==> src/rtl/ccs_pkg.sv <==
// ----------------------------------------------------------------------------
// ccs_pkg
// Shared widths, codes, reset values and channel types of the chamber
// cycle sequencer.
// ----------------------------------------------------------------------------
package ccs_pkg;

    localparam int ADC_BITS      = 12;
    localparam int COUNT_BITS    = 16;
    localparam int SUM_BITS      = ADC_BITS + COUNT_BITS;
    localparam int TS_BITS       = 32;
    localparam int MS_BITS       = 24;
    localparam int PHASE_BITS    = 2;
    localparam int STEP_BITS     = 2;
    localparam int CFG_IDX_BITS  = 3;
    localparam int CFG_DATA_BITS = 24;
    localparam int DIV_CNT_BITS  = $clog2(SUM_BITS);

    // chamber phases
    localparam logic [PHASE_BITS-1:0] PH_FILL     = 2'd0;
    localparam logic [PHASE_BITS-1:0] PH_AERATION = 2'd1;
    localparam logic [PHASE_BITS-1:0] PH_MEASURE  = 2'd2;
    localparam logic [PHASE_BITS-1:0] PH_DRAIN    = 2'd3;

    // averaging steps
    localparam logic [STEP_BITS-1:0] STEP_AVAILABLE = 2'd0;
    localparam logic [STEP_BITS-1:0] STEP_DETECT    = 2'd1;
    localparam logic [STEP_BITS-1:0] STEP_CALIBRATE = 2'd2;

    // configuration register indexes
    localparam logic [CFG_IDX_BITS-1:0] CFG_FILL_LEVEL      = 3'd0;
    localparam logic [CFG_IDX_BITS-1:0] CFG_DRAIN_LEVEL     = 3'd1;
    localparam logic [CFG_IDX_BITS-1:0] CFG_AERATION_MS     = 3'd2;
    localparam logic [CFG_IDX_BITS-1:0] CFG_MEASURE_MS      = 3'd3;
    localparam logic [CFG_IDX_BITS-1:0] CFG_ALARM_THRESHOLD = 3'd4;

    // configuration reset values
    localparam logic [ADC_BITS-1:0] FILL_LEVEL_RST      = ADC_BITS'(1638);
    localparam logic [ADC_BITS-1:0] DRAIN_LEVEL_RST     = ADC_BITS'(819);
    localparam logic [MS_BITS-1:0]  AERATION_MS_RST     = MS_BITS'(5000);
    localparam logic [MS_BITS-1:0]  MEASURE_MS_RST      = MS_BITS'(5000);
    localparam logic [ADC_BITS-1:0] ALARM_THRESHOLD_RST = ADC_BITS'(410);

    typedef struct packed {
        logic [TS_BITS-1:0]  now_ms;
        logic [ADC_BITS-1:0] upper_level;
        logic [ADC_BITS-1:0] lower_level;
        logic [ADC_BITS-1:0] ammonia_sample;
    } t_in_item;

    typedef struct packed {
        logic [PHASE_BITS-1:0] phase;
        logic                  air_valve_closed;
        logic                  aeration_pump_on;
        logic                  water_pump_on;
        logic                  water_valve_closed;
        logic [ADC_BITS-1:0]   ammonia_average;
        logic                  alarm;
    } t_out_item;

    typedef struct packed {
        logic [CFG_IDX_BITS-1:0]  index;
        logic [CFG_DATA_BITS-1:0] value;
    } t_cfg_write;

    // controller to datapath
    typedef struct packed {
        logic exec;
        logic div_step;
        logic div_last;
        logic load_out;
    } t_dp_cmd;

    // datapath to controller
    typedef struct packed {
        logic need_div;
    } t_dp_stat;

endpackage

==> src/rtl/ccs_stream_if.sv <==
// ----------------------------------------------------------------------------
// ccs_stream_if
// Valid/ready channel carrying one payload beat.
// ----------------------------------------------------------------------------
interface ccs_stream_if #(
    parameter type t_payload = logic
);
    logic     valid;
    logic     ready;
    t_payload data;

    modport source (output valid, output data, input ready);
    modport sink   (input valid, input data, output ready);
endinterface

==> src/rtl/ccs_ctrl.sv <==
// ----------------------------------------------------------------------------
// ccs_ctrl
// Pass sequencer: takes a beat, runs the divider when needed, hands the
// result to the output register.
// ----------------------------------------------------------------------------
module ccs_ctrl (
    input  logic               i_clk,
    input  logic               i_rst_n,
    input  logic               i_in_valid,
    output logic               o_in_ready,
    output logic               o_out_valid,
    input  logic               i_out_ready,
    input  ccs_pkg::t_dp_stat  i_stat,
    output ccs_pkg::t_dp_cmd   o_cmd
);

    localparam logic [1:0] S_IDLE = 2'd0;
    localparam logic [1:0] S_DIV  = 2'd1;
    localparam logic [1:0] S_RES  = 2'd2;

    localparam logic [ccs_pkg::DIV_CNT_BITS-1:0] DIV_LAST =
        ccs_pkg::DIV_CNT_BITS'(ccs_pkg::SUM_BITS - 1);

    logic [1:0]                        r_state, n_state;
    logic [ccs_pkg::DIV_CNT_BITS-1:0]  r_div_cnt, n_div_cnt;
    logic                              r_out_valid, n_out_valid;

    always_comb begin
        n_state     = r_state;
        n_div_cnt   = r_div_cnt;
        n_out_valid = r_out_valid;
        o_cmd       = '0;
        o_in_ready  = 1'b0;

        if (i_out_ready) begin
            n_out_valid = 1'b0;
        end

        case (r_state)
            S_IDLE: begin
                o_in_ready = 1'b1;
                if (i_in_valid) begin
                    o_cmd.exec = 1'b1;
                    n_div_cnt  = '0;
                    n_state    = i_stat.need_div ? S_DIV : S_RES;
                end
            end
            S_DIV: begin
                o_cmd.div_step = 1'b1;
                n_div_cnt      = r_div_cnt + 1'b1;
                if (r_div_cnt == DIV_LAST) begin
                    o_cmd.div_last = 1'b1;
                    n_state        = S_RES;
                end
            end
            S_RES: begin
                // wait for the output slot to be free
                if (!r_out_valid || i_out_ready) begin
                    o_cmd.load_out = 1'b1;
                    n_out_valid    = 1'b1;
                    n_state        = S_IDLE;
                end
            end
            default: begin
                n_state = S_IDLE;
            end
        endcase
    end

    always_ff @(posedge i_clk) begin
        if (!i_rst_n) begin
            r_state     <= S_IDLE;
            r_div_cnt   <= '0;
            r_out_valid <= 1'b0;
        end else begin
            r_state     <= n_state;
            r_div_cnt   <= n_div_cnt;
            r_out_valid <= n_out_valid;
        end
    end

    assign o_out_valid = r_out_valid;

endmodule

==> src/rtl/ccs_datapath.sv <==
// ----------------------------------------------------------------------------
// ccs_datapath
// Phase registers, sample accumulator, restoring divider, configuration
// registers and the output register.
// ----------------------------------------------------------------------------
module ccs_datapath (
    input  logic                i_clk,
    input  logic                i_rst_n,
    input  ccs_pkg::t_dp_cmd    i_cmd,
    output ccs_pkg::t_dp_stat   o_stat,
    input  ccs_pkg::t_in_item   i_item,
    input  logic                i_cfg_we,
    input  ccs_pkg::t_cfg_write i_cfg,
    output ccs_pkg::t_out_item  o_item
);

    localparam logic [ccs_pkg::COUNT_BITS-1:0] COUNT_MAX = '1;

    // configuration
    logic [ccs_pkg::ADC_BITS-1:0] r_fill_level, r_drain_level, r_alarm_thr;
    logic [ccs_pkg::MS_BITS-1:0]  r_aeration_ms, r_measure_ms;

    // sequencing state
    logic [ccs_pkg::PHASE_BITS-1:0] r_phase, n_phase;
    logic [ccs_pkg::TS_BITS-1:0]    r_start, n_start;
    logic [ccs_pkg::SUM_BITS-1:0]   r_sum, n_sum;
    logic [ccs_pkg::COUNT_BITS-1:0] r_count, n_count;
    logic [ccs_pkg::STEP_BITS-1:0]  r_step, n_step;
    logic [ccs_pkg::ADC_BITS-1:0]   r_pending, n_pending;
    logic [ccs_pkg::ADC_BITS-1:0]   r_published, n_published;

    // divider and result
    logic [ccs_pkg::COUNT_BITS-1:0] r_rem, n_rem;
    logic [ccs_pkg::SUM_BITS-1:0]   r_quo, n_quo;
    logic [ccs_pkg::COUNT_BITS:0]   trial;
    ccs_pkg::t_out_item             r_res, n_res;
    ccs_pkg::t_out_item             r_out, n_out;

    logic [ccs_pkg::TS_BITS-1:0]    elapsed;
    logic [ccs_pkg::STEP_BITS-1:0]  step_eff;

    assign elapsed = i_item.now_ms - r_start;
    assign trial   = {r_rem, r_quo[ccs_pkg::SUM_BITS-1]};

    assign o_stat.need_div = (r_phase == ccs_pkg::PH_DRAIN) && (r_count != '0);

    always_comb begin
        n_phase     = r_phase;
        n_start     = r_start;
        n_sum       = r_sum;
        n_count     = r_count;
        n_step      = r_step;
        n_pending   = r_pending;
        n_published = r_published;
        n_rem       = r_rem;
        n_quo       = r_quo;
        n_res       = r_res;
        n_out       = r_out;
        step_eff    = r_step;

        if (i_cmd.exec) begin
            n_res                    = '0;
            n_res.phase              = r_phase;
            n_res.air_valve_closed   = 1'b1;
            n_res.water_valve_closed = 1'b1;

            case (r_phase)
                ccs_pkg::PH_FILL: begin
                    n_res.water_pump_on = 1'b1;
                    if (i_item.upper_level >= r_fill_level) begin
                        n_phase = ccs_pkg::PH_AERATION;
                        n_start = i_item.now_ms;
                    end
                end
                ccs_pkg::PH_AERATION: begin
                    n_res.aeration_pump_on = 1'b1;
                    if (elapsed > ccs_pkg::TS_BITS'(r_aeration_ms)) begin
                        n_phase = ccs_pkg::PH_MEASURE;
                        n_start = i_item.now_ms;
                    end
                end
                ccs_pkg::PH_MEASURE: begin
                    if (elapsed > ccs_pkg::TS_BITS'(r_measure_ms)) begin
                        n_phase = ccs_pkg::PH_DRAIN;
                    end
                    step_eff = ccs_pkg::STEP_DETECT;
                end
                default: begin
                    n_res.air_valve_closed   = 1'b0;
                    n_res.water_valve_closed = 1'b0;
                    if (i_item.lower_level <= r_drain_level) begin
                        n_phase = ccs_pkg::PH_FILL;
                    end
                    step_eff = ccs_pkg::STEP_CALIBRATE;
                end
            endcase

            case (step_eff)
                ccs_pkg::STEP_DETECT: begin
                    n_step = ccs_pkg::STEP_DETECT;
                    if (r_count != COUNT_MAX) begin
                        n_sum   = r_sum + ccs_pkg::SUM_BITS'(i_item.ammonia_sample);
                        n_count = r_count + 1'b1;
                    end
                end
                ccs_pkg::STEP_CALIBRATE: begin
                    // quotient comes from the divider unless nothing was summed
                    n_step = ccs_pkg::STEP_AVAILABLE;
                    if (r_count == '0) begin
                        n_pending = '0;
                    end
                end
                default: begin
                    n_step      = ccs_pkg::STEP_AVAILABLE;
                    n_published = r_pending;
                    n_sum       = '0;
                    n_count     = '0;
                end
            endcase

            n_quo = r_sum;
            n_rem = '0;
        end

        if (i_cmd.div_step) begin
            if (trial >= {1'b0, r_count}) begin
                n_rem = ccs_pkg::COUNT_BITS'(trial - {1'b0, r_count});
                n_quo = {r_quo[ccs_pkg::SUM_BITS-2:0], 1'b1};
            end else begin
                n_rem = trial[ccs_pkg::COUNT_BITS-1:0];
                n_quo = {r_quo[ccs_pkg::SUM_BITS-2:0], 1'b0};
            end
            if (i_cmd.div_last) begin
                n_pending = n_quo[ccs_pkg::ADC_BITS-1:0];
            end
        end

        if (i_cmd.load_out) begin
            n_out                 = r_res;
            n_out.ammonia_average = r_published;
            n_out.alarm           = (r_published >= r_alarm_thr);
        end
    end

    always_ff @(posedge i_clk) begin
        if (!i_rst_n) begin
            r_phase     <= ccs_pkg::PH_FILL;
            r_start     <= '0;
            r_sum       <= '0;
            r_count     <= '0;
            r_step      <= ccs_pkg::STEP_AVAILABLE;
            r_pending   <= '0;
            r_published <= '0;
        end else begin
            r_phase     <= n_phase;
            r_start     <= n_start;
            r_sum       <= n_sum;
            r_count     <= n_count;
            r_step      <= n_step;
            r_pending   <= n_pending;
            r_published <= n_published;
        end
    end

    always_ff @(posedge i_clk) begin
        r_rem <= n_rem;
        r_quo <= n_quo;
        r_res <= n_res;
        r_out <= n_out;
    end

    // register file, writes to unknown indexes are dropped
    always_ff @(posedge i_clk) begin
        if (!i_rst_n) begin
            r_fill_level  <= ccs_pkg::FILL_LEVEL_RST;
            r_drain_level <= ccs_pkg::DRAIN_LEVEL_RST;
            r_aeration_ms <= ccs_pkg::AERATION_MS_RST;
            r_measure_ms  <= ccs_pkg::MEASURE_MS_RST;
            r_alarm_thr   <= ccs_pkg::ALARM_THRESHOLD_RST;
        end else if (i_cfg_we) begin
            case (i_cfg.index)
                ccs_pkg::CFG_FILL_LEVEL:
                    r_fill_level <= i_cfg.value[ccs_pkg::ADC_BITS-1:0];
                ccs_pkg::CFG_DRAIN_LEVEL:
                    r_drain_level <= i_cfg.value[ccs_pkg::ADC_BITS-1:0];
                ccs_pkg::CFG_AERATION_MS:
                    r_aeration_ms <= i_cfg.value[ccs_pkg::MS_BITS-1:0];
                ccs_pkg::CFG_MEASURE_MS:
                    r_measure_ms <= i_cfg.value[ccs_pkg::MS_BITS-1:0];
                ccs_pkg::CFG_ALARM_THRESHOLD:
                    r_alarm_thr <= i_cfg.value[ccs_pkg::ADC_BITS-1:0];
                default: begin
                end
            endcase
        end
    end

    assign o_item = r_out;

endmodule

==> src/rtl/chamber_cycle_sequencer.sv <==
// ----------------------------------------------------------------------------
// chamber_cycle_sequencer
// Fill / aeration / measure / drain sequencer for a water sampling chamber
// with ammonia averaging and alarm.
// ----------------------------------------------------------------------------
// Each input beat is one control pass (millisecond timestamp plus upper level,
// lower level and ammonia ADC codes) and yields exactly one output beat with
// the phase that began the pass, the valve and pump drives for that phase, the
// published ammonia average and the alarm. One pass is handled at a time: a
// pass runs the accept state, then the output register load state, and its
// result is valid once loaded into the output register; a drain pass with
// samples collected also runs the 28-step restoring divider (one quotient
// bit per cycle) in between. A result still waiting in the output register
// holds off the load, and with it the next accept, until that beat is taken.
// The output register is separate, so a result may wait there while the next
// pass is accepted. The configuration channel is always ready and takes
// writes at any time; writes are meant to happen while no pass is in flight.
// ----------------------------------------------------------------------------
module chamber_cycle_sequencer (
    input  logic        i_clk,
    input  logic        i_rst_n,
    ccs_stream_if.sink   i_in,
    ccs_stream_if.source o_out,
    ccs_stream_if.sink   i_cfg
);

    ccs_pkg::t_dp_cmd  cmd;
    ccs_pkg::t_dp_stat stat;
    logic              cfg_we;

    // config is a plain register write, never back-pressured
    assign i_cfg.ready = 1'b1;
    assign cfg_we      = i_cfg.valid;

    // sequencer: accept, optional divide, output load
    ccs_ctrl u_ctrl (
        .i_clk       (i_clk),
        .i_rst_n     (i_rst_n),
        .i_in_valid  (i_in.valid),
        .o_in_ready  (i_in.ready),
        .o_out_valid (o_out.valid),
        .i_out_ready (o_out.ready),
        .i_stat      (stat),
        .o_cmd       (cmd)
    );

    // phase logic, accumulator, divider, config and output register
    ccs_datapath u_datapath (
        .i_clk    (i_clk),
        .i_rst_n  (i_rst_n),
        .i_cmd    (cmd),
        .o_stat   (stat),
        .i_item   (i_in.data),
        .i_cfg_we (cfg_we),
        .i_cfg    (i_cfg.data),
        .o_item   (o_out.data)
    );

endmodule

==> src/flat_wrapper.sv <==
// flat-port wrapper written by rule: the top's interface ports become plain ports
module chamber_cycle_sequencer_flat import ccs_pkg::*;
  (i_clk, i_rst_n, i_in_valid, i_in_data, i_in_ready, o_out_valid, o_out_data, o_out_ready, i_cfg_valid, i_cfg_data, i_cfg_ready);
  ccs_stream_if #(.t_payload(t_in_item)) i_in_i ();
  ccs_stream_if #(.t_payload(t_out_item)) o_out_i ();
  ccs_stream_if #(.t_payload(t_cfg_write)) i_cfg_i ();
  input  logic i_clk;
  input  logic i_rst_n;
  input wire logic [$bits(i_in_i.valid)-1:0] i_in_valid;
  input wire logic [$bits(i_in_i.data)-1:0] i_in_data;
  output wire logic [$bits(i_in_i.ready)-1:0] i_in_ready;
  output wire logic [$bits(o_out_i.valid)-1:0] o_out_valid;
  output wire logic [$bits(o_out_i.data)-1:0] o_out_data;
  input wire logic [$bits(o_out_i.ready)-1:0] o_out_ready;
  input wire logic [$bits(i_cfg_i.valid)-1:0] i_cfg_valid;
  input wire logic [$bits(i_cfg_i.data)-1:0] i_cfg_data;
  output wire logic [$bits(i_cfg_i.ready)-1:0] i_cfg_ready;
  assign i_in_i.valid = i_in_valid;
  assign i_in_i.data = i_in_data;
  assign i_in_ready = i_in_i.ready;
  assign o_out_valid = o_out_i.valid;
  assign o_out_data = o_out_i.data;
  assign o_out_i.ready = o_out_ready;
  assign i_cfg_i.valid = i_cfg_valid;
  assign i_cfg_i.data = i_cfg_data;
  assign i_cfg_ready = i_cfg_i.ready;
  chamber_cycle_sequencer u_core (.i_clk(i_clk), .i_rst_n(i_rst_n), .i_in(i_in_i), .o_out(o_out_i), .i_cfg(i_cfg_i));
endmodule
==> config.mk <==
export PLATFORM = sky130hd
export DESIGN_NAME = chamber_cycle_sequencer_flat
export DESIGN_NICKNAME = d
export VERILOG_FILES = /design/src/rtl/ccs_pkg.sv /design/src/rtl/ccs_stream_if.sv /design/src/rtl/ccs_ctrl.sv /design/src/rtl/ccs_datapath.sv /design/src/rtl/chamber_cycle_sequencer.sv /design/src/flat_wrapper.sv
export SDC_FILE = /design/constraint.sdc
export NUM_CORES = 1
export LEC_CHECK = 0
export BUFFER_PORTS_ARGS = -buffer_cell sky130_fd_sc_hd__buf_2
export CORE_MARGIN = 3
export CORE_UTILIZATION = 55
export CTS_CLUSTER_SIZE = 16
export DETAILED_ROUTE_END_ITERATION = 6
export GPL_ROUTABILITY_DRIVEN = 0
export PLACE_DENSITY = 0.82
export REMOVE_ABC_BUFFERS = 1
export SYNTH_ARGS = -nofsm -noshare
export SYNTH_HDL_FRONTEND = slang
export SYNTH_SLANG_ARGS = --single-unit
==> constraint.sdc <==
create_clock -name i_clk -period 7.7 [get_ports i_clk]
set_input_delay 0.77 -clock i_clk [delete_from_list [all_inputs] [get_ports i_clk]]
set_output_delay 0.77 -clock i_clk [all_outputs]
set_load 0.02 [all_outputs]
### Yosys cells after proc, flatten, opt, wreduce, memory -nomap -nowiden

Index checks and enable logic that the tools add are counted.

* add/sub/neg operators: 5
* multipliers: 0
* div/mod/pow operators: 0
* order comparisons: 6
* eq/ne operators: 20
* shift-type cells: 0
* mux-type cells: 46
* bitwise logic cells: 2
* reductions and logical operators: 26

Operators by type and width (number)
* $mux 28: 3
* $gt 32x24->1: 2
* $mux 16: 4
* $mux 32: 2
* $pmux 32 s2: 1
* $mux 12: 5
* $pmux 28 s2: 1
* $pmux 16 s2: 1
* $sub 32x32->32: 1
* $add 28x12->28: 1
* $ge 12x12->1: 2
* $mux 2: 10
* $ge 17x16->1: 1
* $add 16x1->16 const B: 1
* $logic_not 16->1: 1
* $ne 16x16->1 const B: 1
* $reduce_bool 16->1: 1
* $sub 16x16->16: 1
* $mux 1: 14
* $ne 2x2->1 const B: 7
* $reduce_and 2->1: 7
* $le 12x12->1: 1
* $pmux 2 s3: 2
* $pmux 5 s2: 1
* 22 further kinds: 34

* register bits after elaboration: 263
* latch bits: 0
* bits in writable memories: 0
* bits in read-only memories: 0
* input bits: 100
* output and inout bits: 22
* logic and storage cells: 132
* memories kept: 0

### Logic depth before layout (Yosys ltp)

Gate-level depths: netlist of the first run.

* word-level depth: 9
* gate-level depth with buffers: 22
* mapped depth without buffers: 22

### Cells and area by module

From an unflattened synthesis of the first run, not the netlist that was laid out.

* cells, all modules: 1755
* area, all modules: 15523.6 µm²

Modules (own cells, without submodules)
* ccs_datapath: times used 1, cells each 1707, area an instance 15109.5 µm², seq. area each 5755.5 µm²
* ccs_ctrl: times used 1, cells each 46, area an instance 402.9 µm², seq. area each 160.2 µm²
* chamber_cycle_sequencer: times used 1, cells each 2, area an instance 11.3 µm², seq. area each 0.0 µm²

### Worst setup path after synthesis of the first run

No wires, ideal clock.

* path kind: input port to flip-flop
* from: input port i_in_data[36]
* to: register u_core.u_datapath.r_phase[0] (netlist name)
* library setup time: 72 ps
* arrival time: 4482 ps
* data required time: 7628 ps
* path slack: 3146 ps
* cell stages on the path: 22
* buffers on the path: 0
* path through: inv_1 > ha_1 > inv_1 > fa_1 > a21o_1 > a221o_1 > o2111ai_2 > nand2_1 > a21o_1 > a21oi_1 > xnor2_1 > ha_1 > and3_1 > nand4_1 > a21oi_1 > a211oi_1 > a31oi_1 > nor3b_1 > o21ai_0 > and3_1 > o21ai_0 > mux2i_1

* cells in the longest elaborated chain, start to end: 4
* elaborated cells on any way between the ends: 6
* classes of those cells: 1 x add/sub; 2 x order compare; 2 x eq/ne; 1 x reduce/logical

RTL lines
* start, declared: line flat_wrapper.sv:10 `input wire logic [$bits(i_in_i.data)-1:0] i_in_data;`
* $sub 32x32->32 *: line ccs_datapath.sv:42 `assign elapsed = i_item.now_ms - r_start;`
* $gt 32x24->1, on equally long branches: line ccs_datapath.sv:83, ccs_datapath.sv:77
* $ne 2x2->1 (no source line)
* $reduce_and 5->1 (no source line) *
* end signal, assigned: line ccs_datapath.sv:147 `r_phase <= ccs_pkg::PH_FILL;`
* end signal, assigned: line ccs_datapath.sv:155 `r_phase <= n_phase;`
* end, declared: line ccs_datapath.sv:24 `logic [ccs_pkg::PHASE_BITS-1:0] r_phase, n_phase;`

Every way passes the cells marked *; elsewhere a longest branch is shown, timed or not.
A chain may end at the register's enable or synchronous reset.

### Worst setup path after layout of the first run

* from: input port i_in_data[36]
* to: register u_core.u_datapath.r_start[16] (netlist name)

* cells in the longest elaborated chain, start to end: 4

RTL lines
* $sub 32x32->32: line ccs_datapath.sv:42
* $gt 32x24->1: line ccs_datapath.sv:77 `if (elapsed > ccs_pkg::TS_BITS'(r_aeration_ms)) begin`
* $ne 2x2->1 (no source line)
* $reduce_and 4->1 (no source line)
* end signal, assigned: line ccs_datapath.sv:156 `r_start <= n_start;`
* end, declared: line ccs_datapath.sv:25 `logic [ccs_pkg::TS_BITS-1:0] r_start, n_start;`

No other way between the ends.

==> results of run 1 <==
## cell usage after synthesis (3+ instances only)
master | count | share of area (%)
a2111oi_0 | 3 | 0.17
a211oi_1 | 9 | 0.44
a21boi_0 | 68 | 3.3
a21o_1 | 29 | 1.4
a21oi_1 | 84 | 2.7
a221oi_1 | 3 | 0.17
a22oi_1 | 5 | 0.24
a31oi_1 | 6 | 0.24
a32oi_1 | 11 | 0.62
and2_1 | 6 | 0.24
and3_1 | 20 | 0.81
buf_12 | 3 | 0.39
buf_4 | 4 | 0.19
buf_6 | 4 | 0.29
clkbuf_1 | 56 | 1.4
dfxtp_1 | 195 | 25
dlygate4sd3_1 | 6 | 0.39
edfxtp_1 | 67 | 13
fa_1 | 3 | 0.39
ha_1 | 151 | 12
inv_1 | 160 | 3.9
mux2i_1 | 52 | 3.4
nand2_1 | 367 | 8.9
nand2b_1 | 10 | 0.40
nand3_1 | 45 | 1.5
nand3b_1 | 4 | 0.19
nand4_1 | 30 | 1.2
nor2_1 | 95 | 2.3
nor2b_1 | 47 | 1.9
nor3_1 | 18 | 0.58
nor4_1 | 9 | 0.36
o211ai_1 | 34 | 1.6
o21a_1 | 15 | 0.73
o21ai_0 | 37 | 1.2
o21bai_1 | 18 | 0.87
o22ai_1 | 3 | 0.12
o31a_1 | 3 | 0.17
o31ai_1 | 3 | 0.15
or2_2 | 7 | 0.28
or3_1 | 5 | 0.20
xnor2_1 | 45 | 2.5
xor2_1 | 29 | 1.6
## area by class of cell
type	instances	area (um^2)	share of cell area (%)
multi-input combinational	1307	8579	49.83
inverter	160	600.6	3.488
sequential	262	5916	34.36
clock inverter	14	193.9	1.126
clock buffer	38	799.5	4.644
tap	372	465.4	2.703
timing repair buffer	128	663.1	3.851
## sequential cells by signal, indices dropped and copies added (netlist names), 16 cells and up
signal	count
u_core.u_datapath.o_item	18
u_core.u_datapath.r_aeration_ms	24
u_core.u_datapath.r_count	16
u_core.u_datapath.r_measure_ms	24
u_core.u_datapath.r_quo	28
u_core.u_datapath.r_rem	16
u_core.u_datapath.r_start	32
u_core.u_datapath.r_sum	28
## critical path, stage by stage
cell and delay (ps):
buf_2 100, inv_1 50, ha_1 160, inv_1 60, fa_1 400, a21o_1 200
a221o_1 370, o2111ai_2 270, o21a_4 210, o21ai_2 80, a21oi_1 170, o21bai_1 80
xor2_1 250, ha_1 300, nand4_1 100, nor2_1 70, nand3_1 100, nand2_1 60
o211ai_1 210, o21a_2 860, mux2i_1 300
## metrics by stage
stage | cells | hold WS, ps | setup slack, ps | area [um^2] | total power (W)
global route | 2281 | 422.9 | 2753 | 17220 | 0.003768
finish | 2281 | 419.8 | 2977 | 17220 | 0.003605
detailed placement | 2229 | 404.5 | 2443 | 16220 | 0.002183
CTS | 2281 | 418.7 | 3029 | 17220 | 0.003615
global placement | 2229 | 401.5 | 2647 | 16220 | 0.002157
floorplan | 1729 | 400.3 | 2498 | 15070 | 0.001987
## metal layers
metal | GRT usage [%] | vias up | part of all wire (%) | wire length, um
li1 | - | 6349 | - | -
met1 | 28.97 | 6048 | 43 | 15460
met2 | 38.54 | 380 | 47 | 16710
met3 | 3.801 | 81 | 6.7 | 2390
met4 | 7.071 | 0 | 2.9 | 1016
met5 | 0 | - | 0 | 0
## report_power, final
part	internal, W	switching [W]
clock network	0.000863	0.000576
logic	0.000281	0.000403
registers	0.00146	0.0000230
total	0.00260	0.00100
## cells by family (layout without fill, tap and decap cells)
family,count (synthesis),after routing
fa+ha+maj,154,154
compound gates,350,350
other cells,1,1
simple gates,675,675
mux,53,53
buf+inv,238,340
xor+xnor,74,74
flops,262,262
## final timing paths
kind,startpoint,endpoint
setup / recovery,i_in_data[36],u_core.u_datapath.r_start[16]
hold / removal,u_core.u_datapath.r_res[17],u_core.u_datapath.o_item[17]
setup reg to reg,u_core.u_datapath.r_start[0],u_core.u_datapath.r_start[16]
hold reg to reg,u_core.u_datapath.r_res[17],u_core.u_datapath.o_item[17]
## cell usage in the layout (no fill, tap or decap), types with 29 or more instances in the layout
master and n:
a21boi_0 68, a21o_1 29, a21oi_1 84, buf_2 119, clkbuf_16 29, dfxtp_1 195
edfxtp_1 67, ha_1 151, inv_1 160, mux2i_1 52, nand2_1 367, nand3_1 45
nand4_1 30, nor2_1 94, nor2b_1 47, o211ai_1 34, o21ai_0 36, xnor2_1 45
xor2_1 29
==> flow_summary.ini, run 1 <==
[clock_tree]
cts_made_buffers = 28
cts_resized = 0
clockRootBuffer = clkbuf_16
clock_path_buffers = 3
cts.sinks = 262
cts_hold_buf = 0
cts_setup_buffers = 0
clkTransAtPathRegs_ps = 60
insertion_delay_ps = 570
cts_tree = built
htree_num_levels = 1

[worst_setup_path]
r2r_slack_ps = 3000
crit_arrival_ps = 5190
criticalPathCategory = input port to flip-flop
cp.required_ps = 8170
setup.worst_path.start_class = input port
end_kind = flip-flop
crit_fanout = 32
reg2regPathDepth = 19

[worst_hold_path]
hp-class = flip-flop to flip-flop
hold_depth = 0

[floorplan]
core_um2 = 27330
rows = 60
io_pins = 122
dieHeight_um = 173.9
die_area_um2 = 30240
initial_utilization_pct = 56.74
die_w_um = 173.9

[layout]
fin_util_pct = 63.01
fillers = 2273
antennaDiodeCount = 0
nets = 2141
syn_to_final_growth_pct = 11.05
drive_gt1_share_pct = 10.11

[synthesis]
synthCells = 1807
synth-edff-count = 67
synth_top_family_by_area = simple AND/OR/NAND/NOR gates
synth.avg_cell_area_um2 = 8.580
synth_ff_type = dfxtp_1
syn-cell-area_um2 = 15500
yosysSeqAreaShare_pct = 38.15
synthSimpleGateAreaFrac_pct = 19.67
ys_seq_elements = 262
synth_fa_ha_area_share_pct = 12.57
yosys_warnings = 0
synth-xor-area-share_pct = 4.180
ys_types = 74
synthArstFlopShare_pct = 0
synth_compound_gate_area_share_pct = 15.29
synthMuxAreaShare_pct = 3.430

[pwr]
power.leakage_nw = 7.017
power_density_nw_per_um2 = 209.4
ir_drop_mv = 0.1890

[route]
first_pass_iters = 7
wl_per_cell_um = 15.60
dr_total_vias = 12858
drc = 0
routed_wl_um = 35580
antenna_left = 0
viasPerCell = 5.637
first_iter_violations = 996

[timing]
setup_viol = 0
finalCriticalPeriod_ps = 4723
drv_slew = 0
tightest_slew_ps = 1185
max_freq_mhz = 211.7
hold_violations = 0
clock_skew_ps = 20.47
finalCritPeriodShare_pct = 61.34
tns_ps = 0
slew_headroom_pct = 20.99
grt_setup_unrepaired = no

[global_route]
antenna_found_initial = 0
grt_pass1_wl_um = 58330
grtUsageTotal_pct = 22.47
grt_start_max_net_pins = 105
overflow = 0
grt_pass1_vias = 12341

[place]
numPortBuffers = 120
post-dp-hpwl_um = 25340

[job]
maxCapViolations = 0

[run_status]
outcome = finished clean
Note: power is estimated with default switching activity, not from simulation.
==> run 2, diff against run 1 <==
clock period = 4.9 ns   (was 7.7 ns; I/O delays follow)
==> run 2 against run 1 <==
Wire length increased by 1.8%. Total power grew 58%. Combinational power grew 59%. Count of clock-buffer cells in the layout is 5 higher. Cell area up 0.34%. First-iteration DRC count fell by 4.9%. Critical path depth did not move. Critical endpoint is now u_core.u_datapath.r_phase[1]. Largest cell class unchanged. Highest routed layer is now met5.
==> flow_summary.ini, run 2 (synthesized netlist as in run 1, its figures left out) <==
[layout]
largest_register_ffs = 32
nets = 2145
top_register = u_core.u_datapath.r_start
most-common-layout-cells = nand2_1 (367), dfxtp_1 (195), inv_1 (160), ha_1 (151), buf_2 (119)
final_common_cell = nand2_1
largest_registers = u_core.u_datapath.r_start x32, u_core.u_datapath.r_quo x28, u_core.u_datapath.r_sum x28
final_cell_area_um2 = 17280
syn_to_final_growth_pct = 11.43
fillers = 2262
drive_gt1_share_pct = 10.44
antennaDiodeCount = 0

[worst_setup_path]
cp.required_ps = 5390
criticalPathCategory = flip-flop to flip-flop
cp_slowest_stage_delay_ps = 400
crit_arrival_ps = 5080
slowest_stage = fa_1
setup.worst_path.start_class = flip-flop
end_kind = flip-flop
crit_fanout = 3
crit_chain = ha_1, inv_1, fa_1, a21o_1, a221o_1, o2111ai_2, nand2_1, a21o_1, a21oi_1, xnor2_1, ha_1, and3_1, nand4_1, a21oi_1, a211oi_1, a31oi_1, nor3b_1, o21ai_0, and3_1, o21ai_2, mux2i_1

[clock_tree]
cts_hold_buf = 0
htree_num_levels = 1
cts.sinks = 262
cts_tree = built
cts_setup_buffers = 0
clock_path_buffers = 3
insertion_delay_ps = 570
clockRootBuffer = clkbuf_16
cts_made_buffers = 30
clkTransAtPathRegs_ps = 60
cts_resized = 0

[timing]
tns_ps = 0
finalCriticalPeriod_ps = 4597
max_freq_mhz = 217.5
drv_slew = 0
slew_headroom_pct = 18.55
grt_setup_unrepaired = no
hold_violations = 0
holdWs_ps = 186.0
finalCritPeriodShare_pct = 93.82
tightest_slew_ps = 1222
setup_viol = 0
clock_skew_ps = 20.07

[place]
post-dp-hpwl_um = 25750
numPortBuffers = 120
dpl_cell_area_um2 = 16240

[job]
maxCapViolations = 0

[pwr]
power.leakage_nw = 7.045
fin_total_pwr_w = 0.005707
ir_drop_mv = 0.3388
power_density_nw_per_um2 = 330.3

[floorplan]
die_area_um2 = 30240
core_um2 = 27330
rows = 60
dieHeight_um = 173.9
io_pins = 122
die_w_um = 173.9
initial_utilization_pct = 56.74

[global_route]
grtUsageTotal_pct = 23.27
overflow = 0
antenna_found_initial = 1
grt_start_max_net_pins = 84
grt_pass1_vias = 12675
grt_pass1_wl_um = 60190

[run_status]
outcome = finished clean

[route]
viasPerCell = 5.674
routed_wl_um = 36210
antenna_left = 0
wl_per_cell_um = 15.83
drc = 0
dr_total_vias = 12977
first_pass_iters = 5
first_iter_violations = 947

[worst_hold_path]
hp-class = input port to flip-flop
==> run 2: cell types whose count changed in the layout (fill, tap and decap cells not counted), moves of 2 or more <==
| cell | delta |
|---|---|
| bufinv_16 | -2 |
| clkbuf_1 | +2 |
| clkbuf_16 | +2 |
| inv_6 | +2 |
| clkinv_1 | -2 |
| buf_4 | +2 |
| clkinv_4 | +2 |
==> run 2: final cells by class <==
cell class	count	area [um^2]	area share (%)
clock inverter	13	156.4	0.9053
multi-input combinational	1307	8589	49.72
tap	372	465.4	2.694
clock buffer	43	870.8	5.041
sequential	262	5916	34.24
inverter	160	600.6	3.476
timing repair buffer	130	678.2	3.925
==> run 2: power by group <==
part           switching (W)  leakage [nW]  total [W]  internal [W]
Sequential         0.0000378          2.22    0.00233       0.00229
Clock               0.000934         0.492    0.00228       0.00135
Combinational       0.000645          4.33    0.00109      0.000445
Total                0.00162          7.04    0.00571       0.00409
==> run 2: final timing paths <==
check / startpoint / end / slack [ps] / depth (start not counted)
setup / recovery: u_core.u_datapath.r_start[0] / u_core.u_datapath.r_phase[1] / 300 / 21
hold / removal: i_in_data[55] / u_core.u_datapath.r_start[19] / 190 / 3
setup reg to reg: u_core.u_datapath.r_start[0] / u_core.u_datapath.r_phase[1] / 300 / 21
hold reg to reg: u_core.u_datapath.r_res[18] / u_core.u_datapath.o_item[18] / 420 / 0
==> run 2: critical path, delay by kind of cell (launching register included) <==
kind | cells | cell delay, ps
AO/OA/AOI/OAI | 10 | 2040
XOR/XNOR | 1 | 180
adder cells (fa/ha/maj) | 3 | 860
buffers and inverters | 1 | 60
flip-flops | 1 | 350
multiplexers | 1 | 220
AND/OR/NAND/NOR | 5 | 820
==> run 2: metrics by stage <==
stage	std cells	setup WS (ps)	utilization, %
after floorplan	1729	-302.1	-
after global placement	2231	65.10	59.43
after detailed placement	2231	-177.6	59.43
after CTS	2287	83.54	63.19
after global routing	2287	8.737	63.22
final	2287	302.7	63.22
==> run 2: per-layer routing <==
metal  GRT usage, %  vias up  share of wire (%)
met4          8.244        2                3.1
met5              0        -              0.055
met1          29.36     6109                 43
met3          4.041      100                6.2
li1               -     6370                  -
met2          40.15      396                 48
==> run 3, diff against run 2 <==
RECOVER_POWER = 50   (was unset)
==> run 3 against run 2 <==
The flow now finishes with violations (max-capacitance violations, max-slew violations). Hold slack got worse by 2.2 ps. Wire length barely moved. Die area did not move. Critical path type unchanged. Count of clock-buffer cells in the layout did not move. Largest cell class unchanged. Cell count did not move. Flip-flop and latch count did not move. Via count fell by 0.35%. Maximum frequency fell by 0.37%. Register-to-register slack got worse by 20 ps. Critical path depth did not move. Global-route usage did not move.
==> flow_summary.ini, run 3 (synthesized netlist as in run 1, its figures left out) <==
[run_status]
outcome = finished with violations
violations = max-capacitance violations, max-slew violations

[route]
first_pass_iters = 5
viasPerCell = 5.655
routed_wl_um = 36210
dr_total_vias = 12932
first_iter_violations = 925
wl_per_cell_um = 15.83
drc = 0
antenna_left = 0

[worst_setup_path]
end_kind = flip-flop
criticalPathCategory = flip-flop to flip-flop
worst_r2r_endpoint = u_core.u_datapath.r_phase[1]
crit_fanout = 3
cp.required_ps = 5380
crit_arrival_ps = 5100
setup.worst_path.start_class = flip-flop
slowest_stage = fa_1
crit_chain = ha_1, inv_1, fa_1, a21o_1, a221o_1, o2111ai_2, nand2_1, a21o_1, a21oi_1, xnor2_1, ha_1, and3_1, nand4_1, a21oi_1, a211oi_1, a31oi_1, nor3b_1, o21ai_0, and3_1, o21ai_2, mux2i_1
r2r_slack_ps = 290
cp_top_family = compound AO/OA/AOI/OAI gates
reg2regPathDepth = 21
cp_slowest_stage_delay_ps = 400
cp.buffers_inverters = 1
timing.rr.start = u_core.u_datapath.r_start[0]
cp.depth = 21

[floorplan]
die_w_um = 173.9
initial_utilization_pct = 56.74
dieHeight_um = 173.9
core_um2 = 27330
die_area_um2 = 30240
io_pins = 122
rows = 60

[timing]
finalCriticalPeriod_ps = 4614
slew_headroom_pct = -99.05
setup_viol = 0
tns_ps = 0
max_freq_mhz = 216.7
hold_violations = 0
tightest_slew_ps = 2986
finalCritPeriodShare_pct = 94.17
drv_slew = 134
clock_skew_ps = 16.08
fin_ws_ps = 285.8
grt_setup_unrepaired = no

[clock_tree]
cts_tree = built
clock_path_buffers = 3
cts_made_buffers = 30
htree_num_levels = 1
cts_setup_buffers = 0
insertion_delay_ps = 570
cts.sinks = 262
clockRootBuffer = clkbuf_16
clkTransAtPathRegs_ps = 60

[layout]
largest_register_ffs = 32
nets = 2145
final_common_cell = nand2_1
syn_to_final_growth_pct = 11.11
top_register = u_core.u_datapath.r_start
antennaDiodeCount = 0
largest_registers = u_core.u_datapath.r_start x32, u_core.u_datapath.r_quo x28, u_core.u_datapath.r_sum x28
most-common-layout-cells = nand2_1 (367), dfxtp_1 (195), inv_1 (160), ha_1 (151), buf_2 (97)
drive_gt1_share_pct = 9.086

[worst_hold_path]
hp-start = i_in_data[55]
hold_path_end = u_core.u_datapath.r_start[19]
hold_depth = 3
hp-class = input port to flip-flop

[pwr]
ir_drop_mv = 0.3371
power.leakage_nw = 6.980
power_density_nw_per_um2 = 331.1
fin_total_pwr_w = 0.005705

[global_route]
grt_pass1_wl_um = 60190
grt_start_max_net_pins = 84
overflow = 0
grt_pass1_vias = 12675
grtUsageTotal_pct = 23.27
antenna_found_initial = 1

[place]
post-dp-hpwl_um = 25750
numPortBuffers = 120
dp_slack_ps = -177.6

[job]
maxCapViolations = 2
## run 3: area by class of cell
type | instances | area (um^2)
clock inverters | 13 | 156.4
flip-flops and latches | 262 | 5916
clock buffers | 43 | 870.8
multi-input cells | 1307 | 8584
fillers | 2278 | 10100
inverters | 160 | 600.6
repair buffers | 130 | 634.4
well taps | 372 | 465.4
## run 3: through the flow
| stage | util, % | hold slack [ps] | cell area [um^2] | std cells |
|---|---|---|---|---|
| after global placement | 59.43 | 401.2 | 16240 | 2231 |
| after global routing | 63.04 | 186.2 | 17230 | 2287 |
| after detailed placement | 59.43 | 406.5 | 16240 | 2231 |
| after CTS | 63.19 | 171.1 | 17270 | 2287 |
| after floorplan | - | 400.3 | 15070 | 1729 |
| final | 63.04 | 183.8 | 17230 | 2287 |
## run 3: routing by layer
layer  track usage, %  wire length, um  vias to the layer above
met5                0               20                        -
met4            8.244             1104                        2
met3            4.041             2277                       99
met2            40.15            17290                      400
met1            29.36            15510                     6062
li1                 -                -                     6369
## run 3: worst register-to-register path, stage by stage (launching register included)
cell       delay [ps]
dfxtp_1           340
ha_1              190
inv_1              60
fa_1              400
a21o_1            210
a221o_1           370
o2111ai_2         290
nand2_1           120
a21o_1            200
a21oi_1           200
xnor2_1           180
ha_1              280
and3_1            200
nand4_1           130
a21oi_1            70
a211oi_1          240
a31oi_1           140
nor3b_1           170
o21ai_0           110
and3_1            190
o21ai_2           210
mux2i_1           230
## run 3: worst max-delay path by stage
stage / slack (ps) / end / startpoint
2_1_floorplan: -300 / u_core.u_datapath.r_rem[2] / u_core.u_datapath.r_count[1]
3_3_place_gp: 70 / u_core.u_datapath.r_start[29] / i_in_data[36]
3_5_place_dp: -180 / u_core.u_datapath.r_start[17] / i_in_data[36]
4_1_cts: 80 / u_core.u_datapath.r_start[0] / u_core.u_datapath.r_start[0]
5_1_grt: 1 / u_core.u_datapath.r_phase[1] / u_core.u_datapath.r_start[0]
6_report: 290 / u_core.u_datapath.r_phase[1] / u_core.u_datapath.r_start[0]
## run 3: repair_timing
| item | in CTS | in global routing |
|---|---|---|
| resized for setup | 0 | 3 |
| setup endpoints to repair | 0 | 34 |
| hold buffers | 0 | 0 |
| hold endpoints to repair | 0 | 0 |
## run 3: where the power goes
group	leakage, nW	internal, W	switching (W)
Combinational	4.27	0.000444	0.000645
Clock	0.492	0.00135	0.000933
Sequential	2.22	0.00229	0.0000378
Total	6.98	0.00409	0.00162
